`src/rtl/sfl_pkg.sv`:
```
// Shared types, constants and the LFO sine table for the stereo flanger.
package sfl_pkg;

    // Default sizes handed to the top-level parameters
    localparam int DELAY_DEPTH_DEF = 65536;
    localparam int SAMPLE_BITS_DEF = 16;

    // LFO phase accumulator and sine table
    localparam int PHASE_W      = 24;
    localparam int SINE_ENTRIES = 256;
    localparam int SINE_IDX_W   = $clog2(SINE_ENTRIES);
    localparam int SINE_W       = 16;

    // Tap arithmetic: factor is Q2.30, tap is (factor * base + half) >> 30
    localparam int FACTOR_W    = 32;
    localparam int FRAC_SHIFT  = 30;
    localparam int BASE_W      = 16;
    localparam int DEPTH_RNG_W = 16;
    localparam int SCALED_W    = FACTOR_W + BASE_W;
    localparam int TAP_RAW_W   = SCALED_W + 1 - FRAC_SHIFT;

    // Gains are Q2.14; output is taken from the accumulator at bit 28
    localparam int GAIN_W     = 16;
    localparam int GAIN_SHIFT = 14;
    localparam int ACC_SHIFT  = 28;

    // Configuration port
    localparam int CFG_IDX_W  = 3;
    localparam int CFG_DATA_W = 24;

    typedef enum logic [CFG_IDX_W-1:0] {
        CFG_PHASE_STEP   = 3'd0,
        CFG_BASE_DELAY   = 3'd1,
        CFG_DEPTH_RANGE  = 3'd2,
        CFG_DELAYED_GAIN = 3'd3,
        CFG_WET_GAIN     = 3'd4,
        CFG_DRY_GAIN     = 3'd5
    } cfg_index_t;

    localparam logic signed [GAIN_W-1:0] DELAYED_GAIN_RST = 16'sd16384;

    // Sequencer states, one per stage of the item
    typedef enum logic [2:0] {
        ST_IDLE,
        ST_FACTOR,
        ST_SCALE,
        ST_TAP,
        ST_READ,
        ST_SUM,
        ST_ACC,
        ST_OUT
    } state_t;

    // Stage strobes from the sequencer to the tap unit and the lanes
    typedef struct packed {
        logic accept;
        logic factor_en;
        logic scale_en;
        logic tap_en;
        logic read_en;
        logic sum_en;
        logic acc_en;
    } sfl_ctrl_t;

    typedef logic signed [SINE_W-1:0] sine_word_t;
    typedef sine_word_t sine_table_t [SINE_ENTRIES];

    // Odd 9th-order polynomial for sin(pi/2 * u), Q30
    localparam longint SIN_COEF [5] = '{
        64'sd1686629714, -64'sd693598668, 64'sd85569306, -64'sd5026995, 64'sd172272
    };

    // Quarter-wave sine, u in Q16 on [0, 65536], result Q1.15, non-negative
    function automatic sine_word_t quarter_sine(input longint u);
        longint v;
        longint r;
        int     k;
        v = (u * u) / 65536;
        r = SIN_COEF[4];
        for (k = 3; k >= 0; k--) begin
            r = SIN_COEF[k] + (r * v) / 65536;
        end
        r = (r * u) / 65536;
        r = (r + 64'sd16384) / 32768;
        if (r > 64'sd32767) begin
            r = 64'sd32767;
        end
        if (r < 64'sd0) begin
            r = 64'sd0;
        end
        return sine_word_t'(r);
    endfunction

    // Full sine table built from the quarter wave with a quadrant fold
    function automatic sine_table_t build_sine_table();
        sine_table_t tab;
        longint      t;
        longint      u;
        longint      quad;
        sine_word_t  s;
        int          i;
        for (i = 0; i < SINE_ENTRIES; i++) begin
            t    = longint'(i) * 4;
            quad = (t / SINE_ENTRIES) & 64'sd3;
            u    = ((t % SINE_ENTRIES) * 65536) / SINE_ENTRIES;
            if ((quad & 64'sd1) != 64'sd0) begin
                u = 64'sd65536 - u;
            end
            s = quarter_sine(u);
            tab[i] = ((quad & 64'sd2) != 64'sd0) ? -s : s;
        end
        return tab;
    endfunction

    localparam sine_table_t SINE_TABLE = build_sine_table();

endpackage

```
`src/rtl/sfl_tap_gen.sv`:
```
// Shared tap unit: LFO phase, sine lookup, tap length and delay memory addresses.
module sfl_tap_gen #(
    parameter int DELAY_DEPTH = sfl_pkg::DELAY_DEPTH_DEF,
    parameter int ADDR_W      = $clog2(DELAY_DEPTH)
) (
    input  logic                                aclk,
    input  logic                                aresetn,
    input  sfl_pkg::sfl_ctrl_t                  ctrl,
    input  logic [sfl_pkg::PHASE_W-1:0]         phase_step,
    input  logic [sfl_pkg::BASE_W-1:0]          base_delay,
    input  logic [sfl_pkg::DEPTH_RNG_W-1:0]     depth_range,
    output logic [ADDR_W-1:0]                   wr_addr,
    output logic [ADDR_W-1:0]                   rd_addr,
    output logic                                rd_hit
);

    localparam logic [ADDR_W-1:0] LAST_ADDR  = ADDR_W'(DELAY_DEPTH - 1);
    localparam logic [ADDR_W:0]   DEPTH_CNT  = (ADDR_W + 1)'(DELAY_DEPTH);
    localparam logic signed [sfl_pkg::SINE_W+sfl_pkg::DEPTH_RNG_W+1:0] FACTOR_ONE =
        (sfl_pkg::SINE_W + sfl_pkg::DEPTH_RNG_W + 2)'(64'sd1 <<< sfl_pkg::FRAC_SHIFT);
    localparam logic [sfl_pkg::SCALED_W:0] TAP_HALF =
        (sfl_pkg::SCALED_W + 1)'(64'd1 << (sfl_pkg::FRAC_SHIFT - 1));

    logic [ADDR_W-1:0]                  wp_reg;
    logic [ADDR_W-1:0]                  wp_next;
    logic [ADDR_W:0]                    fill_reg;
    logic [sfl_pkg::PHASE_W-1:0]        phase_reg;
    logic [sfl_pkg::PHASE_W-1:0]        phase_next;
    sfl_pkg::sine_word_t                sine_reg;
    logic [sfl_pkg::FACTOR_W-1:0]       factor_reg;
    logic [sfl_pkg::FACTOR_W-1:0]       factor_next;
    logic [sfl_pkg::SCALED_W-1:0]       scaled_reg;
    logic [ADDR_W-1:0]                  tap_reg;
    logic [ADDR_W-1:0]                  tap_next;

    logic signed [sfl_pkg::SINE_W+sfl_pkg::DEPTH_RNG_W:0]   swing;
    logic signed [sfl_pkg::SINE_W+sfl_pkg::DEPTH_RNG_W+1:0] factor_sum;
    logic [sfl_pkg::SCALED_W:0]                             scaled_rnd;
    logic [sfl_pkg::TAP_RAW_W-1:0]                          tap_raw;
    logic [ADDR_W:0]                                        rd_diff;

    // Pointer and phase advance
    assign wp_next    = (wp_reg == LAST_ADDR) ? '0 : wp_reg + 1'b1;
    assign phase_next = phase_reg + phase_step;
    assign wr_addr    = wp_next;

    always_ff @(posedge aclk) begin
        if (!aresetn) begin
            wp_reg    <= '0;
            fill_reg  <= '0;
            phase_reg <= '0;
        end else if (ctrl.accept) begin
            wp_reg    <= wp_next;
            phase_reg <= phase_next;
            if (fill_reg != DEPTH_CNT) begin
                fill_reg <= fill_reg + 1'b1;
            end
        end
    end

    // Sine lookup on the phase from before the advance
    always_ff @(posedge aclk) begin
        if (ctrl.accept) begin
            sine_reg <= sfl_pkg::SINE_TABLE[
                phase_reg[sfl_pkg::PHASE_W-1 -: sfl_pkg::SINE_IDX_W]];
        end
    end

    // factor = 1.0 + sine * depth, floored at zero
    assign swing       = sine_reg * $signed({1'b0, depth_range});
    assign factor_sum  = FACTOR_ONE + (sfl_pkg::SINE_W + sfl_pkg::DEPTH_RNG_W + 2)'(swing);
    assign factor_next = factor_sum[sfl_pkg::SINE_W+sfl_pkg::DEPTH_RNG_W+1] ?
                         '0 : factor_sum[sfl_pkg::FACTOR_W-1:0];

    always_ff @(posedge aclk) begin
        if (ctrl.factor_en) begin
            factor_reg <= factor_next;
        end
    end

    // Scale by the base delay
    always_ff @(posedge aclk) begin
        if (ctrl.scale_en) begin
            scaled_reg <= factor_reg * base_delay;
        end
    end

    // Round to whole samples and clamp to the memory depth
    assign scaled_rnd = {1'b0, scaled_reg} + TAP_HALF;
    assign tap_raw    = scaled_rnd[sfl_pkg::SCALED_W:sfl_pkg::FRAC_SHIFT];
    assign tap_next   = (32'(tap_raw) > 32'(DELAY_DEPTH - 1)) ? LAST_ADDR : ADDR_W'(tap_raw);

    always_ff @(posedge aclk) begin
        if (ctrl.tap_en) begin
            tap_reg <= tap_next;
        end
    end

    // Read address behind the write pointer, wrapped; entries past the fill read as zero
    assign rd_diff = {1'b0, wp_reg} - {1'b0, tap_reg};
    assign rd_addr = rd_diff[ADDR_W] ? ADDR_W'(rd_diff + DEPTH_CNT) : rd_diff[ADDR_W-1:0];
    assign rd_hit  = ({1'b0, tap_reg} < fill_reg);

endmodule

```
`config.mk`:
```
export PLATFORM = sky130hd
export DESIGN_NAME = sfl_tap_gen
export DESIGN_NICKNAME = d
export VERILOG_FILES = /design/src/rtl/sfl_pkg.sv /design/src/rtl/sfl_tap_gen.sv
export SDC_FILE = /design/constraint.sdc
export NUM_CORES = 2
export LEC_CHECK = 0
export BUFFER_PORTS_ARGS = -buffer_cell sky130_fd_sc_hd__clkbuf_2
export CAP_MARGIN = 20
export CELL_PAD_IN_SITES_DETAIL_PLACEMENT = 1
export CELL_PAD_IN_SITES_GLOBAL_PLACEMENT = 1
export CORE_MARGIN = 2
export CORE_UTILIZATION = 35
export DETAILED_ROUTE_END_ITERATION = 10
export PLACE_DENSITY_LB_ADDON = 0.08
export REMOVE_ABC_BUFFERS = 1
export SYNTH_ARGS = -nofsm -noshare
export SYNTH_HDL_FRONTEND = slang
export SYNTH_SLANG_ARGS = --single-unit
```
`constraint.sdc`:
```
create_clock -name aclk -period 7.1 [get_ports aclk]
set_clock_uncertainty 0.1 [all_clocks]
set_input_delay 1.42 -clock aclk [delete_from_list [all_inputs] [get_ports aclk]]
set_output_delay 1.42 -clock aclk [all_outputs]
set_load 0.02 [all_outputs]
```
==> impl_metrics.env <==
export IMPL_period_minus_slack_ns=7.10
export IMPL_syn2layout_area_growth_pct=13.8
export IMPL_n_fill_cell=12100
export IMPL_worstPathRequired_ns=7.24
export IMPL_clockBufferDepth=2
export IMPL_slowest_delay_ns=0.55
export IMPL_syn_inst=4296
export IMPL_finalSetupViolCount=0
export IMPL_cts_clk_slew_worst_paths_ns=0.07
export IMPL_vias=29700
export IMPL_drv_cap=0
export IMPL_worstSkewPairLatency_ns=0.50
export IMPL_timing_rr_end="factor_reg[27]$_SDFFCE_PP0P_"
export IMPL_grt_total_usage=0.223
export IMPL_fp_row_count=117
export IMPL_status="completed"
export IMPL_crit_top_cell="fa_1"
export IMPL_detail_route_wl_per_cell_um=20.1
export IMPL_postSynth_topFlopCell="edfxtp_1"
export IMPL_cts_tree="yes"
export IMPL_die_area_um2=105000
export IMPL_grt_remaining_overflow=0
export IMPL_nets=5470
export IMPL_min_from="phase_reg[13]$_SDFFE_PN0P_"
export IMPL_clock_sinks=140
export IMPL_fp_dieH_um=325
export IMPL_die_width_um=325
export IMPL_ys_async_sr_fraction=0
export IMPL_max_slew_margin=0.340
export IMPL_layout_setup_ws_ns=0.00350
export IMPL_drt_iter0_drc=1547
export IMPL_ys_warn_count=0
export IMPL_synth_edf_count=83
export IMPL_cpLargestDelayFamily="adder cells"
export IMPL_vias_per_cell=5.08
export IMPL_min_period_over_period=1.00
export IMPL_drive_above_1_share=0.113
export IMPL_drc=0
export IMPL_start_util=0.353
export IMPL_antenna_found_initial=0
export IMPL_cts_root_buf="clkbuf_16"
export IMPL_hpwl_um=93100
export IMPL_min_path_cells=1
export IMPL_grt_pass1_wl_um=185000
export IMPL_drv_slew=0
export IMPL_hold_class="reg -> reg"
export IMPL_end_kind="flip-flop"
export IMPL_ys_seq_area_frac=0.101
export IMPL_layout_common_cells="inv_1 (750), nand2_1 (637), fa_1 (606)"
export IMPL_worst_pin_slew_ns=0.987
export IMPL_cts_htree_levels=4
export IMPL_core_um2=102000
export IMPL_pre_cts_slack_ns=-0.795
export IMPL_r2r_start="sine_reg[4]$_DFFE_PP_"
export IMPL_gp_congestion=0.914
export IMPL_crit_type="in -> reg"
export IMPL_io_buffer_count=94
export IMPL_tns_ns=0
export IMPL_final_common_cell="inv_1"
export IMPL_worstPathMaxFanout=8
export IMPL_synth_area_um2=36000
export IMPL_ant_nets=0
export IMPL_grt_pass1_vias=31900
export IMPL_worst_path_buf_inv=9
export IMPL_largest_reg_flops=32
export IMPL_rrSetupSlack_ns=0.25
export IMPL_ys_ff_latch=140
export IMPL_crit_path_top_delay_cell="fa_1"
export IMPL_routed_wl_um=118000
export IMPL_worstPathArrival_ns=7.23
export IMPL_ctsHoldBuffers=0
export IMPL_whs_endpoint="phase_reg[13]$_SDFFE_PN0P_"
export IMPL_synth_cell_types=79
export IMPL_cts_buffers=17
export IMPL_antennaDiodeCount=0
export IMPL_rsz0062_at_grt="true"
export IMPL_io_pins=98
export IMPL_firstDrtPassIters=5
export IMPL_reg2reg_depth=25
export IMPL_hold_violations=0
export IMPL_start_kind="input pin"
export IMPL_fmax_mhz=141
export IMPL_synth_area_per_cell_um2=8.38
export IMPL_grt_start_max_net_pins=130
cells in the mapped netlist, types with 20 or more instances:
library cell	number	area [um2]
nor3_1	47	235
ha_1	317	3970
fa_1	613	12300
nand2b_1	30	188
o311ai_0	24	210
a31oi_1	33	206
nand3_1	61	305
nor2b_1	42	263
o21ai_0	129	646
inv_1	753	2830
xnor2_1	79	692
xor2_1	43	377
buf_1	26	97.6
o211ai_1	20	150
edfxtp_1	83	2490
a21oi_1	191	956
nor2_1	177	664
and2_1	346	2160
nand2_1	641	2410
clkbuf_1	202	758
a211oi_1	30	225
a21o_1	51	383
and3_1	29	181
dfxtp_1	57	1140
worst max-delay path by stage:
stage          slack, ns                           end  cells after the start                       start
2_1_floorplan      -0.42         sine_reg[9]$_DFFE_PP_                     10  phase_reg[18]$_SDFFE_PN0P_
3_3_place_gp       -0.79      scaled_reg[42]$_DFFE_PP_                     29               base_delay[5]
3_5_place_dp       -0.79      scaled_reg[46]$_DFFE_PP_                     29               base_delay[5]
4_1_cts           0.0004      scaled_reg[42]$_DFFE_PP_                     24               base_delay[4]
5_1_grt            -0.28  factor_reg[24]$_SDFFCE_PP0P_                     25             depth_range[14]
6_report           0.004  factor_reg[27]$_SDFFCE_PP0P_                     27             depth_range[12]
kinds of logic after synthesis:
kind of cell | count (synthesis) | share of synthesized area
mux | 16 | 0.00584
compound gates | 655 | 0.117
fa+ha+maj | 932 | 0.452
simple gates | 1438 | 0.191
flops | 140 | 0.101
buf+inv | 992 | 0.104
xor+xnor | 123 | 0.0301
per-stage QoR:
step                      area, um2  std cells  hold slack [ns]  utilization
after CTS                     40500       5841            0.412        0.398
after detailed placement      39700       5804            0.396        0.390
after global routing          41000       5856            0.434        0.402
after global placement        39700       5804            0.382        0.390
after floorplan               35100       4060            0.358            -
final                         41000       5856            0.397        0.402
repair_timing:
action                     in CTS  in global routing
gates cloned                    1                  5
setup endpoints to repair      40                 44
resized for setup              37                 71
pin swaps                      13                 36
setup buffers                   4                 10
cell type report:
class / count / area (um2) / share of cell area
Sequential cell: 140 / 3650 / 0.0890
Multi-Input combinational cell: 3164 / 28900 / 0.706
Clock buffer: 19 / 454 / 0.0111
Timing Repair Buffer: 396 / 3270 / 0.0797
Inverter: 756 / 2840 / 0.0693
Clock inverter: 13 / 119 / 0.00290
Tap cell: 1368 / 1710 / 0.0418
layer usage:
layer | track usage | wire length, um
met4 | 0.0519 | 2180
met3 | 0.0244 | 4580
met1 | 0.307 | 54700
met2 | 0.376 | 56500
met5 | 0 | 0
Power is left out: the tool's default activity adds up to more than one toggle a clock period on the data nets, which glitch-free logic cannot reach.
